$ cat src/design/rqf_pkg.sv
`timescale 1ns / 1ps
`default_nettype none

package rqf_pkg;

    // sizes of the window and the rank registers
    localparam int WINDOW_MAX  = 32;
    localparam int IDX_W       = 5;
    localparam int CNT_W       = 6;
    localparam int NUM_RANKS   = 4;
    localparam int SLOT_W      = 2;
    localparam int SAMPLE_BITS = 16;
    localparam int FRAC_BITS   = 8;
    localparam int RANK_W      = 14;
    localparam int QCNT_W      = 3;
    localparam int CFG_IDX_W   = 3;
    localparam int CFG_W       = 14;

    typedef logic signed [SAMPLE_BITS-1:0] sample_t;

    // configuration register indexes
    typedef enum logic [CFG_IDX_W-1:0] {
        REG_WINDOW_LEN = 3'd0,
        REG_QCOUNT     = 3'd1,
        REG_RANK_A     = 3'd2,
        REG_RANK_B     = 3'd3,
        REG_RANK_C     = 3'd4,
        REG_RANK_D     = 3'd5
    } cfg_reg_t;

    // control broadcast from the sequencer to every cell of the row
    typedef struct packed {
        logic             del_phase;
        logic             ins_phase;
        logic [CNT_W-1:0] fill;
        logic [IDX_W-1:0] old_age;
        sample_t          sample;
        logic [IDX_W-1:0] rd_a;
        logic [IDX_W-1:0] rd_b;
    } cell_ctrl_t;

    // window length as used: zero reads as one, large values saturate
    function automatic logic [CNT_W-1:0] eff_window(input logic [CNT_W-1:0] wl);
        logic [CNT_W-1:0] w;
        w = wl;
        if (wl == '0)
            w = CNT_W'(1);
        else if (wl > CNT_W'(WINDOW_MAX))
            w = CNT_W'(WINDOW_MAX);
        return w;
    endfunction

    // results per item as used
    function automatic logic [QCNT_W-1:0] eff_count(input logic [QCNT_W-1:0] qc);
        logic [QCNT_W-1:0] c;
        c = qc;
        if (qc == '0)
            c = QCNT_W'(1);
        else if (qc > QCNT_W'(NUM_RANKS))
            c = QCNT_W'(NUM_RANKS);
        return c;
    endfunction

endpackage

`default_nettype wire

$ cat src/design/rqf_cell.sv
`timescale 1ns / 1ps
`default_nettype none

module rqf_cell (
    input  wire logic                      clk,
    input  wire rqf_pkg::cell_ctrl_t       ctrl,
    input  wire logic [rqf_pkg::IDX_W-1:0] index,
    input  wire rqf_pkg::sample_t          left_val,
    input  wire logic [rqf_pkg::IDX_W-1:0] left_age,
    input  wire logic                      left_gt,
    input  wire rqf_pkg::sample_t          right_val,
    input  wire logic [rqf_pkg::IDX_W-1:0] right_age,
    input  wire logic                      del_in,
    input  wire rqf_pkg::sample_t          rd_a_in,
    input  wire rqf_pkg::sample_t          rd_b_in,
    output rqf_pkg::sample_t               val,
    output logic [rqf_pkg::IDX_W-1:0]      age,
    output logic                           gt,
    output logic                           del_out,
    output rqf_pkg::sample_t               rd_a_out,
    output rqf_pkg::sample_t               rd_b_out
);

    rqf_pkg::sample_t            val_reg;
    rqf_pkg::sample_t            val_next;
    logic [rqf_pkg::IDX_W-1:0]   age_reg;
    logic [rqf_pkg::IDX_W-1:0]   age_next;
    logic                        in_use;
    logic                        is_old;

    // occupancy and local compare against the incoming sample
    assign in_use  = {1'b0, index} < ctrl.fill;
    assign is_old  = in_use && (age_reg == ctrl.old_age);
    assign gt      = !in_use || (val_reg > ctrl.sample);
    assign del_out = del_in || is_old;

    // read taps, or-ed along the row
    assign rd_a_out = rd_a_in | ((index == ctrl.rd_a) ? val_reg : '0);
    assign rd_b_out = rd_b_in | ((index == ctrl.rd_b) ? val_reg : '0);

    assign val = val_reg;
    assign age = age_reg;

    // delete closes the gap from the right, insert opens it to the left
    always_comb
    begin
        val_next = val_reg;
        age_next = age_reg;
        if (ctrl.del_phase && del_out)
        begin
            val_next = right_val;
            age_next = right_age;
        end
        else if (ctrl.ins_phase)
        begin
            if (!gt)
            begin
                age_next = age_reg + 1'b1;
            end
            else if (left_gt)
            begin
                val_next = left_val;
                age_next = left_age + 1'b1;
            end
            else
            begin
                val_next = ctrl.sample;
                age_next = '0;
            end
        end
    end

    always_ff @(posedge clk)
    begin
        val_reg <= val_next;
        age_reg <= age_next;
    end

endmodule

`default_nettype wire

$ cat src/design/rqf_interp.sv
`timescale 1ns / 1ps
`default_nettype none

module rqf_interp (
    input  wire rqf_pkg::sample_t              a,
    input  wire rqf_pkg::sample_t              b,
    input  wire logic [rqf_pkg::FRAC_BITS-1:0] w,
    output rqf_pkg::sample_t                   value
);

    localparam int PW = rqf_pkg::SAMPLE_BITS + rqf_pkg::FRAC_BITS + 2;

    logic signed [rqf_pkg::FRAC_BITS+1:0] wa;
    logic signed [rqf_pkg::FRAC_BITS+1:0] wb;
    logic signed [PW-1:0]                 pa;
    logic signed [PW-1:0]                 pb;
    logic signed [PW-1:0]                 sum;

    // weights: one minus fraction for a, fraction for b
    assign wa  = $signed((rqf_pkg::FRAC_BITS+2)'(1 << rqf_pkg::FRAC_BITS)
                         - (rqf_pkg::FRAC_BITS+2)'(w));
    assign wb  = $signed({2'b00, w});
    assign pa  = PW'(a * wa);
    assign pb  = PW'(b * wb);
    assign sum = pa + pb;

    // arithmetic shift floors toward minus infinity
    assign value = sum[rqf_pkg::SAMPLE_BITS+rqf_pkg::FRAC_BITS-1:rqf_pkg::FRAC_BITS];

endmodule

`default_nettype wire

$ cat src/design/running_quantile_filter.sv
`timescale 1ns / 1ps
`default_nettype none

// Running quantile filter: keeps the last window_len samples as a sorted row of
// cells, each cell holding one sample and its age. A new item is accepted in
// ST_IDLE; ST_DEL then drops the oldest sample when the window is already full and
// ST_INS inserts the new sample in order. Once the window is full after the insert,
// each of the quantile_count results goes through a rank clamp, a read of two
// neighbouring cells over the row's read taps and an interpolation multiply, all
// sharing one interpolation unit; the multiply waits while output back-pressure
// holds the output register. The next item is accepted only once the sequencer is
// back in ST_IDLE, after the insert or after the last result of the item.
// Results stay in the output register while the next item is already accepted.
// Writing window_len empties the window, as does an item with restart set.
module running_quantile_filter (
    input  wire logic                          clk,
    input  wire logic                          rst_n,
    // slave side
    input  wire logic                          s_tvalid,
    output logic                               s_tready,
    input  wire logic [15:0]                   s_tdata,   // sample
    input  wire logic                          s_tuser,   // restart
    // master side
    output logic                               m_tvalid,
    input  wire logic                          m_tready,
    output logic [15:0]                        m_tdata,   // quantile_value
    output logic [1:0]                         m_tuser,   // rank_slot
    output logic                               m_tlast,   // last_of_run
    // configuration
    input  wire logic                          cfg_we,
    input  wire logic [rqf_pkg::CFG_IDX_W-1:0] cfg_index,
    input  wire logic [rqf_pkg::CFG_W-1:0]     cfg_data
);

    localparam int WM = rqf_pkg::WINDOW_MAX;
    localparam int IW = rqf_pkg::IDX_W;
    localparam int CW = rqf_pkg::CNT_W;
    localparam int FB = rqf_pkg::FRAC_BITS;
    localparam int RW = rqf_pkg::RANK_W;
    localparam int SW = rqf_pkg::SLOT_W;
    localparam int QW = rqf_pkg::QCNT_W;

    typedef enum logic [2:0] {
        ST_IDLE,
        ST_DEL,
        ST_INS,
        ST_CLAMP,
        ST_READ,
        ST_MUL
    } state_t;

    state_t                 state_reg, state_next;
    logic [CW-1:0]          fill_reg, fill_next;
    rqf_pkg::sample_t       sample_reg, sample_next;
    logic [SW-1:0]          slot_reg, slot_next;
    logic [IW-1:0]          rd_a_reg, rd_a_next;
    logic [IW-1:0]          rd_b_reg, rd_b_next;
    logic [FB-1:0]          w_reg, w_next;
    rqf_pkg::sample_t       a_reg, a_next;
    rqf_pkg::sample_t       b_reg, b_next;
    logic                   out_valid_reg, out_valid_next;
    rqf_pkg::sample_t       out_data_reg, out_data_next;
    logic [SW-1:0]          out_slot_reg, out_slot_next;
    logic                   out_last_reg, out_last_next;
    logic [CW-1:0]          wlen_reg, wlen_next;
    logic [QW-1:0]          qcnt_reg, qcnt_next;
    logic [RW-1:0]          rank_reg [rqf_pkg::NUM_RANKS];
    logic [RW-1:0]          rank_next [rqf_pkg::NUM_RANKS];

    logic [CW-1:0]          n_eff;
    logic [QW-1:0]          cnt_eff;
    logic [CW-1:0]          fill_v;
    logic [CW-1:0]          fill_inc;
    logic [RW-1:0]          r_sel;
    logic [RW-1:0]          r_max;
    logic [RW-1:0]          r_c;
    logic [CW-1:0]          k;
    logic [FB-1:0]          f;
    logic                   last_slot;
    rqf_pkg::sample_t       interp_value;
    rqf_pkg::cell_ctrl_t    ctrl;

    // cell row wiring
    rqf_pkg::sample_t       cell_val [WM];
    logic [IW-1:0]          cell_age [WM];
    logic                   cell_gt  [WM];
    logic                   del_chain [WM+1];
    rqf_pkg::sample_t       rda_chain [WM+1];
    rqf_pkg::sample_t       rdb_chain [WM+1];

    assign n_eff    = rqf_pkg::eff_window(wlen_reg);
    assign cnt_eff  = rqf_pkg::eff_count(qcnt_reg);
    assign fill_inc = fill_reg + 1'b1;

    // broadcast control to the row
    assign ctrl.del_phase = (state_reg == ST_DEL);
    assign ctrl.ins_phase = (state_reg == ST_INS);
    assign ctrl.fill      = fill_reg;
    assign ctrl.old_age   = IW'(n_eff - 1'b1);
    assign ctrl.sample    = sample_reg;
    assign ctrl.rd_a      = rd_a_reg;
    assign ctrl.rd_b      = rd_b_reg;

    assign del_chain[0] = 1'b0;
    assign rda_chain[0] = '0;
    assign rdb_chain[0] = '0;

    for (genvar i = 0; i < WM; i++)
    begin : g_cell
        rqf_pkg::sample_t lv;
        logic [IW-1:0]    la;
        logic             lg;
        rqf_pkg::sample_t rv;
        logic [IW-1:0]    ra;

        if (i == 0)
        begin : g_first
            assign lv = '0;
            assign la = '0;
            assign lg = 1'b0;
        end
        else
        begin : g_mid
            assign lv = cell_val[i-1];
            assign la = cell_age[i-1];
            assign lg = cell_gt[i-1];
        end

        if (i == WM - 1)
        begin : g_last
            assign rv = '0;
            assign ra = '0;
        end
        else
        begin : g_body
            assign rv = cell_val[i+1];
            assign ra = cell_age[i+1];
        end

        rqf_cell u_cell (
            .clk       (clk),
            .ctrl      (ctrl),
            .index     (IW'(i)),
            .left_val  (lv),
            .left_age  (la),
            .left_gt   (lg),
            .right_val (rv),
            .right_age (ra),
            .del_in    (del_chain[i]),
            .rd_a_in   (rda_chain[i]),
            .rd_b_in   (rdb_chain[i]),
            .val       (cell_val[i]),
            .age       (cell_age[i]),
            .gt        (cell_gt[i]),
            .del_out   (del_chain[i+1]),
            .rd_a_out  (rda_chain[i+1]),
            .rd_b_out  (rdb_chain[i+1])
        );
    end

    rqf_interp u_interp (
        .a     (a_reg),
        .b     (b_reg),
        .w     (w_reg),
        .value (interp_value)
    );

    // rank clamp to [1, n] and split into index and fraction
    assign r_sel = rank_reg[slot_reg];
    assign r_max = {n_eff, {FB{1'b0}}};
    always_comb
    begin
        r_c = r_sel;
        if (r_sel < RW'(1 << FB))
            r_c = RW'(1 << FB);
        else if (r_sel > r_max)
            r_c = r_max;
    end
    assign k         = r_c[RW-1:FB];
    assign f         = r_c[FB-1:0];
    assign last_slot = ({1'b0, slot_reg} == QW'(cnt_eff - 1'b1));

    // sequencer, output register and configuration
    always_comb
    begin
        state_next     = state_reg;
        fill_next      = fill_reg;
        sample_next    = sample_reg;
        slot_next      = slot_reg;
        rd_a_next      = rd_a_reg;
        rd_b_next      = rd_b_reg;
        w_next         = w_reg;
        a_next         = a_reg;
        b_next         = b_reg;
        out_valid_next = out_valid_reg;
        out_data_next  = out_data_reg;
        out_slot_next  = out_slot_reg;
        out_last_next  = out_last_reg;
        wlen_next      = wlen_reg;
        qcnt_next      = qcnt_reg;
        fill_v         = fill_reg;
        for (int j = 0; j < rqf_pkg::NUM_RANKS; j++)
        begin
            rank_next[j] = rank_reg[j];
        end

        if (out_valid_reg && m_tready)
        begin
            out_valid_next = 1'b0;
        end

        unique case (state_reg)
            ST_IDLE:
            begin
                if (s_tvalid)
                begin
                    sample_next = s_tdata;
                    fill_v      = s_tuser ? '0 : fill_reg;
                    fill_next   = fill_v;
                    state_next  = (fill_v >= n_eff) ? ST_DEL : ST_INS;
                end
            end
            ST_DEL:
            begin
                fill_next  = fill_reg - 1'b1;
                state_next = ST_INS;
            end
            ST_INS:
            begin
                fill_next = fill_inc;
                if (fill_inc == n_eff)
                begin
                    slot_next  = '0;
                    state_next = ST_CLAMP;
                end
                else
                begin
                    state_next = ST_IDLE;
                end
            end
            ST_CLAMP:
            begin
                // with no fraction, or at rank n, the upper read repeats the lower cell, so it stays inside the window
                rd_a_next  = IW'(k - 1'b1);
                rd_b_next  = ((f != '0) && (k < n_eff)) ? IW'(k) : IW'(k - 1'b1);
                w_next     = ((f != '0) && (k < n_eff)) ? f : '0;
                state_next = ST_READ;
            end
            ST_READ:
            begin
                a_next     = rda_chain[WM];
                b_next     = rdb_chain[WM];
                state_next = ST_MUL;
            end
            ST_MUL:
            begin
                if (!out_valid_reg || m_tready)
                begin
                    out_valid_next = 1'b1;
                    out_data_next  = interp_value;
                    out_slot_next  = slot_reg;
                    out_last_next  = last_slot;
                    if (last_slot)
                    begin
                        state_next = ST_IDLE;
                    end
                    else
                    begin
                        slot_next  = slot_reg + 1'b1;
                        state_next = ST_CLAMP;
                    end
                end
            end
            default:
            begin
                state_next = ST_IDLE;
            end
        endcase

        if (cfg_we)
        begin
            unique case (cfg_index)
                rqf_pkg::REG_WINDOW_LEN:
                begin
                    wlen_next = cfg_data[CW-1:0];
                    fill_next = '0;
                end
                rqf_pkg::REG_QCOUNT: qcnt_next    = cfg_data[QW-1:0];
                rqf_pkg::REG_RANK_A: rank_next[0] = cfg_data[RW-1:0];
                rqf_pkg::REG_RANK_B: rank_next[1] = cfg_data[RW-1:0];
                rqf_pkg::REG_RANK_C: rank_next[2] = cfg_data[RW-1:0];
                rqf_pkg::REG_RANK_D: rank_next[3] = cfg_data[RW-1:0];
                default:
                begin
                end
            endcase
        end
    end

    always_ff @(posedge clk or negedge rst_n)
    begin
        if (!rst_n)
        begin
            state_reg     <= ST_IDLE;
            fill_reg      <= '0;
            slot_reg      <= '0;
            out_valid_reg <= 1'b0;
            wlen_reg      <= CW'(5);
            qcnt_reg      <= QW'(1);
            rank_reg[0]   <= RW'(768);
            rank_reg[1]   <= RW'(256);
            rank_reg[2]   <= RW'(256);
            rank_reg[3]   <= RW'(256);
        end
        else
        begin
            state_reg     <= state_next;
            fill_reg      <= fill_next;
            slot_reg      <= slot_next;
            out_valid_reg <= out_valid_next;
            wlen_reg      <= wlen_next;
            qcnt_reg      <= qcnt_next;
            for (int j = 0; j < rqf_pkg::NUM_RANKS; j++)
            begin
                rank_reg[j] <= rank_next[j];
            end
        end
    end

    // payload registers
    always_ff @(posedge clk)
    begin
        sample_reg   <= sample_next;
        rd_a_reg     <= rd_a_next;
        rd_b_reg     <= rd_b_next;
        w_reg        <= w_next;
        a_reg        <= a_next;
        b_reg        <= b_next;
        out_data_reg <= out_data_next;
        out_slot_reg <= out_slot_next;
        out_last_reg <= out_last_next;
    end

    assign s_tready = (state_reg == ST_IDLE);
    assign m_tvalid = out_valid_reg;
    assign m_tdata  = out_data_reg;
    assign m_tuser  = out_slot_reg;
    assign m_tlast  = out_last_reg;

    // the window never holds more samples than its length
    a_fill_bound: assert property (@(posedge clk) disable iff (!rst_n)
        fill_reg <= n_eff)
        else $error("fill count exceeds window length");

    // a full window always has exactly one oldest sample to drop
    a_oldest_found: assert property (@(posedge clk) disable iff (!rst_n)
        (state_reg == ST_DEL) |-> del_chain[WM])
        else $error("no oldest sample found in the cell row");

    // the final result of an item carries the highest slot in use
    a_last_slot: assert property (@(posedge clk) disable iff (!rst_n)
        (m_tvalid && m_tlast) |-> ({1'b0, m_tuser} == QW'(cnt_eff - 1'b1)))
        else $error("last result on wrong rank slot");

    // an accepted item always starts the update
    a_accept_moves: assert property (@(posedge clk) disable iff (!rst_n)
        (s_tvalid && s_tready) |=> (state_reg == ST_DEL || state_reg == ST_INS))
        else $error("accepted item did not start an update");

endmodule

`default_nettype wire
$ cat config.mk
export PLATFORM = sky130hd
export DESIGN_NAME = running_quantile_filter
export DESIGN_NICKNAME = d
export VERILOG_FILES = /design/src/design/rqf_pkg.sv /design/src/design/rqf_cell.sv /design/src/design/rqf_interp.sv /design/src/design/running_quantile_filter.sv
export SDC_FILE = /design/constraint.sdc
export NUM_CORES = 2
export LEC_CHECK = 0
export ABC_AREA = 1
export BUFFER_PORTS_ARGS = -buffer_cell sky130_fd_sc_hd__buf_2
export CELL_PAD_IN_SITES_DETAIL_PLACEMENT = 1
export CELL_PAD_IN_SITES_GLOBAL_PLACEMENT = 1
export CORE_MARGIN = 2
export CORE_UTILIZATION = 50
export CTS_CLUSTER_SIZE = 24
export DETAILED_ROUTE_END_ITERATION = 10
export PLACE_DENSITY = 0.89
export SLEW_MARGIN = 25
export SYNTH_ARGS = -nofsm -noshare
export SYNTH_HDL_FRONTEND = slang
export SYNTH_HIERARCHICAL = 1
export SYNTH_SLANG_ARGS = --single-unit
$ cat constraint.sdc
create_clock -name clk -period 26.3 [get_ports clk]
set_clock_uncertainty 0.05 [all_clocks]
set_input_delay 0 -clock clk [delete_from_list [all_inputs] [get_ports clk]]
set_output_delay 0 -clock clk [all_outputs]
set_load 0.05 [all_outputs]
==> summary.md <==
| Metric | Value |
|---|---|
| Top FF cell, synth | `edfxtp_1` |
| Req. time, crit path | `26.60 ns` |
| Max Cap Violations | `0` |
| Die span in y | `about 440 um` |
| Root Buffer | `clkbuf_16` |
| Crit path kind | `flop to flop` |
| GRT Overall Usage | `0.383` |
| Clk slew on worst S/H paths | `0.06 ns` |
| Count of different cell masters after synthesis | `57` |
| Total grt overflow | `0` |
| Avg Inst Size Synth | `between 7 and 8 sq um` |
| Synth area leader | `edfxtp_1` |
| Buffers on Ports | `59` |
| Worst path arrival time | `approximately 11 ns` |
| Period utilization | `0.391` |
| Outcome | `completed` |
| Initial antenna violation count | `6` |
| CP endpoint kind | `flop` |
| Initial Util | `0.502` |
| Synth top area share | `0.245` |
| Register bit total from synthesis | `about 830` |
| Register area share after synthesis | `0.266` |
| Final GP Congestion | `0.977` |
| Clk sink count | `around 830` |
| Final Hold Viols | `0` |
| R2r setup slk | `16.02 ns` |
| Die X | `435 um` |
| Detailed placer's ending HPWL | `280000 um` |
| Fin crit period | `10.28 ns` |
| Residual DRC count | `0` |
| Nets | `roughly 14000` |
| Fmax | `0.0972 GHz` |
| Vias | `about 90000` |
| CTS max path bufs | `3` |
| Core area | `0.185 sq mm` |
| TNS Setup | `0 ns` |
| Area growth syn-to-layout | `9.22%` |
| Max incr delay on CP | `0.59 ns` |
| Syn Std Cell Area | `0.0929 sq mm` |
| Layout cells sized above 1 | `0.0453` |
| Multi-input logic area | `0.0600 sq mm` |
| Critical Path Start | `wlen_reg[2]` |
| FF/Latch Area | `0.0247 sq mm` |
| Vias in the first global route | `approximately 98000` |
| WL final | `371000 um` |
| Pre-CTS setup slack | `~16 ns` |
| Critical Path Start Type | `flop` |
| FF-to-FF End | `g_cell[31].u_cell/val[5]` |
| Crit path max fanout | `32` |
| Drt initial violations | `6945` |
| Detailed Routing Iterations Pass 1 | `6` |
| Number of synthesized flops with an enable pin | `between 700 and 800` |
| Worst R2R Path Depth | `47` |
| Global-route wire length before repair | `~570000 um` |
| WL/cell | `23.2 um` |
| Least-Margin Pin Slew | `1.11 ns` |
| ANT nets after route | `0` |
| CTS tree | `done` |
| Largest register FFs | `512` |
| Synth area leaders | `edfxtp_1 (24%), nand2_1 (17%), ha_1 (11%), o21bai_1 (8.8%), inv_1 (8.5%)` |
| Synth warn | `6` |
| Pin count of the biggest net entering global routing | `70` |
| Final setup margin | `~16 ns` |
| Post_cts resized | `0` |
| IO Count | `60` |
| FFs w/ async S/R, synth | `0.0923` |
| Final-report max-slew violation count | `0` |
| Final setup vio count | `0` |
| Filler cell count in the final layout | `24200` |
| Row count | `158` |
| RSZ-0062 raised after global routing | `no` |
| Critical-path top delay cell | `buf_4` |
| Slew headroom | `0.254` |
| TritonCTS buffer count | `113` |
| Die area | `0.189 sq mm` |
| R2r startpoint | `wlen_reg[2]` |
| Setup crit end | `g_cell[31].u_cell/val[5]` |
| Vias/cell | `5.74` |
| CP most frequent cell | `a21o_1` |
| Min-delay worst type | `primary input to flop` |
| Clk_lat worst skew | `roughly 0.80 ns` |
| Syn Inst Count | `12800` |
| Htree depth | `3` |
## logic make-up after synthesis
logic type | Yosys count | share of synthesized area
simple gates | 5733 | 0.255
buf+inv | 2563 | 0.114
compound gates | 2109 | 0.151
fa+ha+maj | 1060 | 0.163
flops | 834 | 0.266
xor+xnor | 546 | 0.0515
other cells | 2 | 0.0000808
## cells in the final DEF (no fill, tap or decap), types with 10 or more instances in the layout
master,netlist,routed
xor2_1,273,271
o211a_4,28,28
a21o_1,59,59
nor2_2,31,32
nor3_1,78,76
dfrtp_1,69,69
nand3_1,645,643
clkinv_2,0,22
fa_1,253,253
o21ai_0,442,442
inv_2,71,73
nor4_1,30,30
nand4_1,134,134
dlygate4sd3_1,0,65
nand2_2,31,33
clkbuf_16,0,115
nand2_4,32,32
edfxtp_1,757,757
clkinv_1,0,19
or2_1,32,32
nand3b_1,28,28
buf_4,38,102
a21oi_1,233,233
o21ai_1,163,163
nor2_1,497,493
buf_2,18,58
nand2_1,4138,4136
o21a_1,33,33
ha_1,807,807
inv_1,2107,2105
or2_2,33,33
a21boi_1,28,28
conb_1,2,596
bufinv_16,0,14
o21bai_1,1089,1089
xnor2_1,273,271
diode_2,0,10
nor2_4,7,10
clkbuf_1,217,25
nand3_2,10,12
## stage by stage
step | area, sq um | std cells | utilization | hold WS (ns)
2_1_floorplan | 95100 | 13400 | - | -0.346
3_3_place_gp | 97000 | 15700 | 0.524 | 0.128
3_5_place_dp | 97000 | 15700 | 0.524 | 0.128
4_1_cts | 101000 | 16000 | 0.548 | 0.00578
5_1_grt | 101000 | 16000 | 0.548 | 0.0725
6_report | 101000 | 16000 | 0.548 | 0.0360
## layer usage
layer  GRT usage  wire [um]  share of wire
met4       0.251      27300          0.073
met1       0.446     141000           0.38
met5           0         15       0.000040
met3      0.0570      25100          0.068
met2       0.656     178000           0.48
## cell usage after synthesis (38+ instances only)
master    count
nand2_1    4138
inv_1      2107
o21bai_1   1089
ha_1        807
edfxtp_1    757
nand3_1     645
nor2_1      497
o21ai_0     442
xnor2_1     273
xor2_1      273
fa_1        253
a21oi_1     233
clkbuf_1    217
o21ai_1     163
nand4_1     134
buf_6        99
nor3_1       78
inv_2        71
dfrtp_1      69
a21o_1       59
buf_4        38
## repair_timing
| action | CTS | global route |
|---|---|---|
| setup buffers | 0 | 0 |
| endpoints found under the hold margin | 187 | 0 |
| setup endpoints to repair | 0 | 0 |
| hold buffers | 66 | 0 |
## critical path, delay by kind of cell, from the launching register on
kind            cells  cell delay [ns]
compound gates     28             5.98
simple gates       11             1.63
buf+inv             6             1.22
flops               1             0.54
xor+xnor            2             0.38
## worst min-delay path by stage
stage	startpoint	endpoint	cells past startpoint
floorplan	rst_n	fill_reg[0]	0
global placement	s_tdata[12]	sample_reg[12]	1
detailed placement	s_tdata[15]	sample_reg[15]	1
CTS	cfg_data[12]	rank_reg[54]	4
global route	cfg_data[9]	rank_reg[51]	4
finish	cfg_data[12]	rank_reg[26]	4
## final cells by class
class / count / share of cell area
Timing Repair Buffer: 229 / 0.0175
Multi-Input combinational cell: 10000 / 0.591
Clock buffer: 143 / 0.0297
Sequential cell: 834 / 0.243
Tap cell: 2480 / 0.0306
Antenna cell: 10 / 0.000247
Inverter: 2178 / 0.0806
Clock inverter: 65 / 0.00702
Power is left out: the tool's default activity adds up to more than one toggle a clock period on the data nets, which glitch-free logic cannot reach.
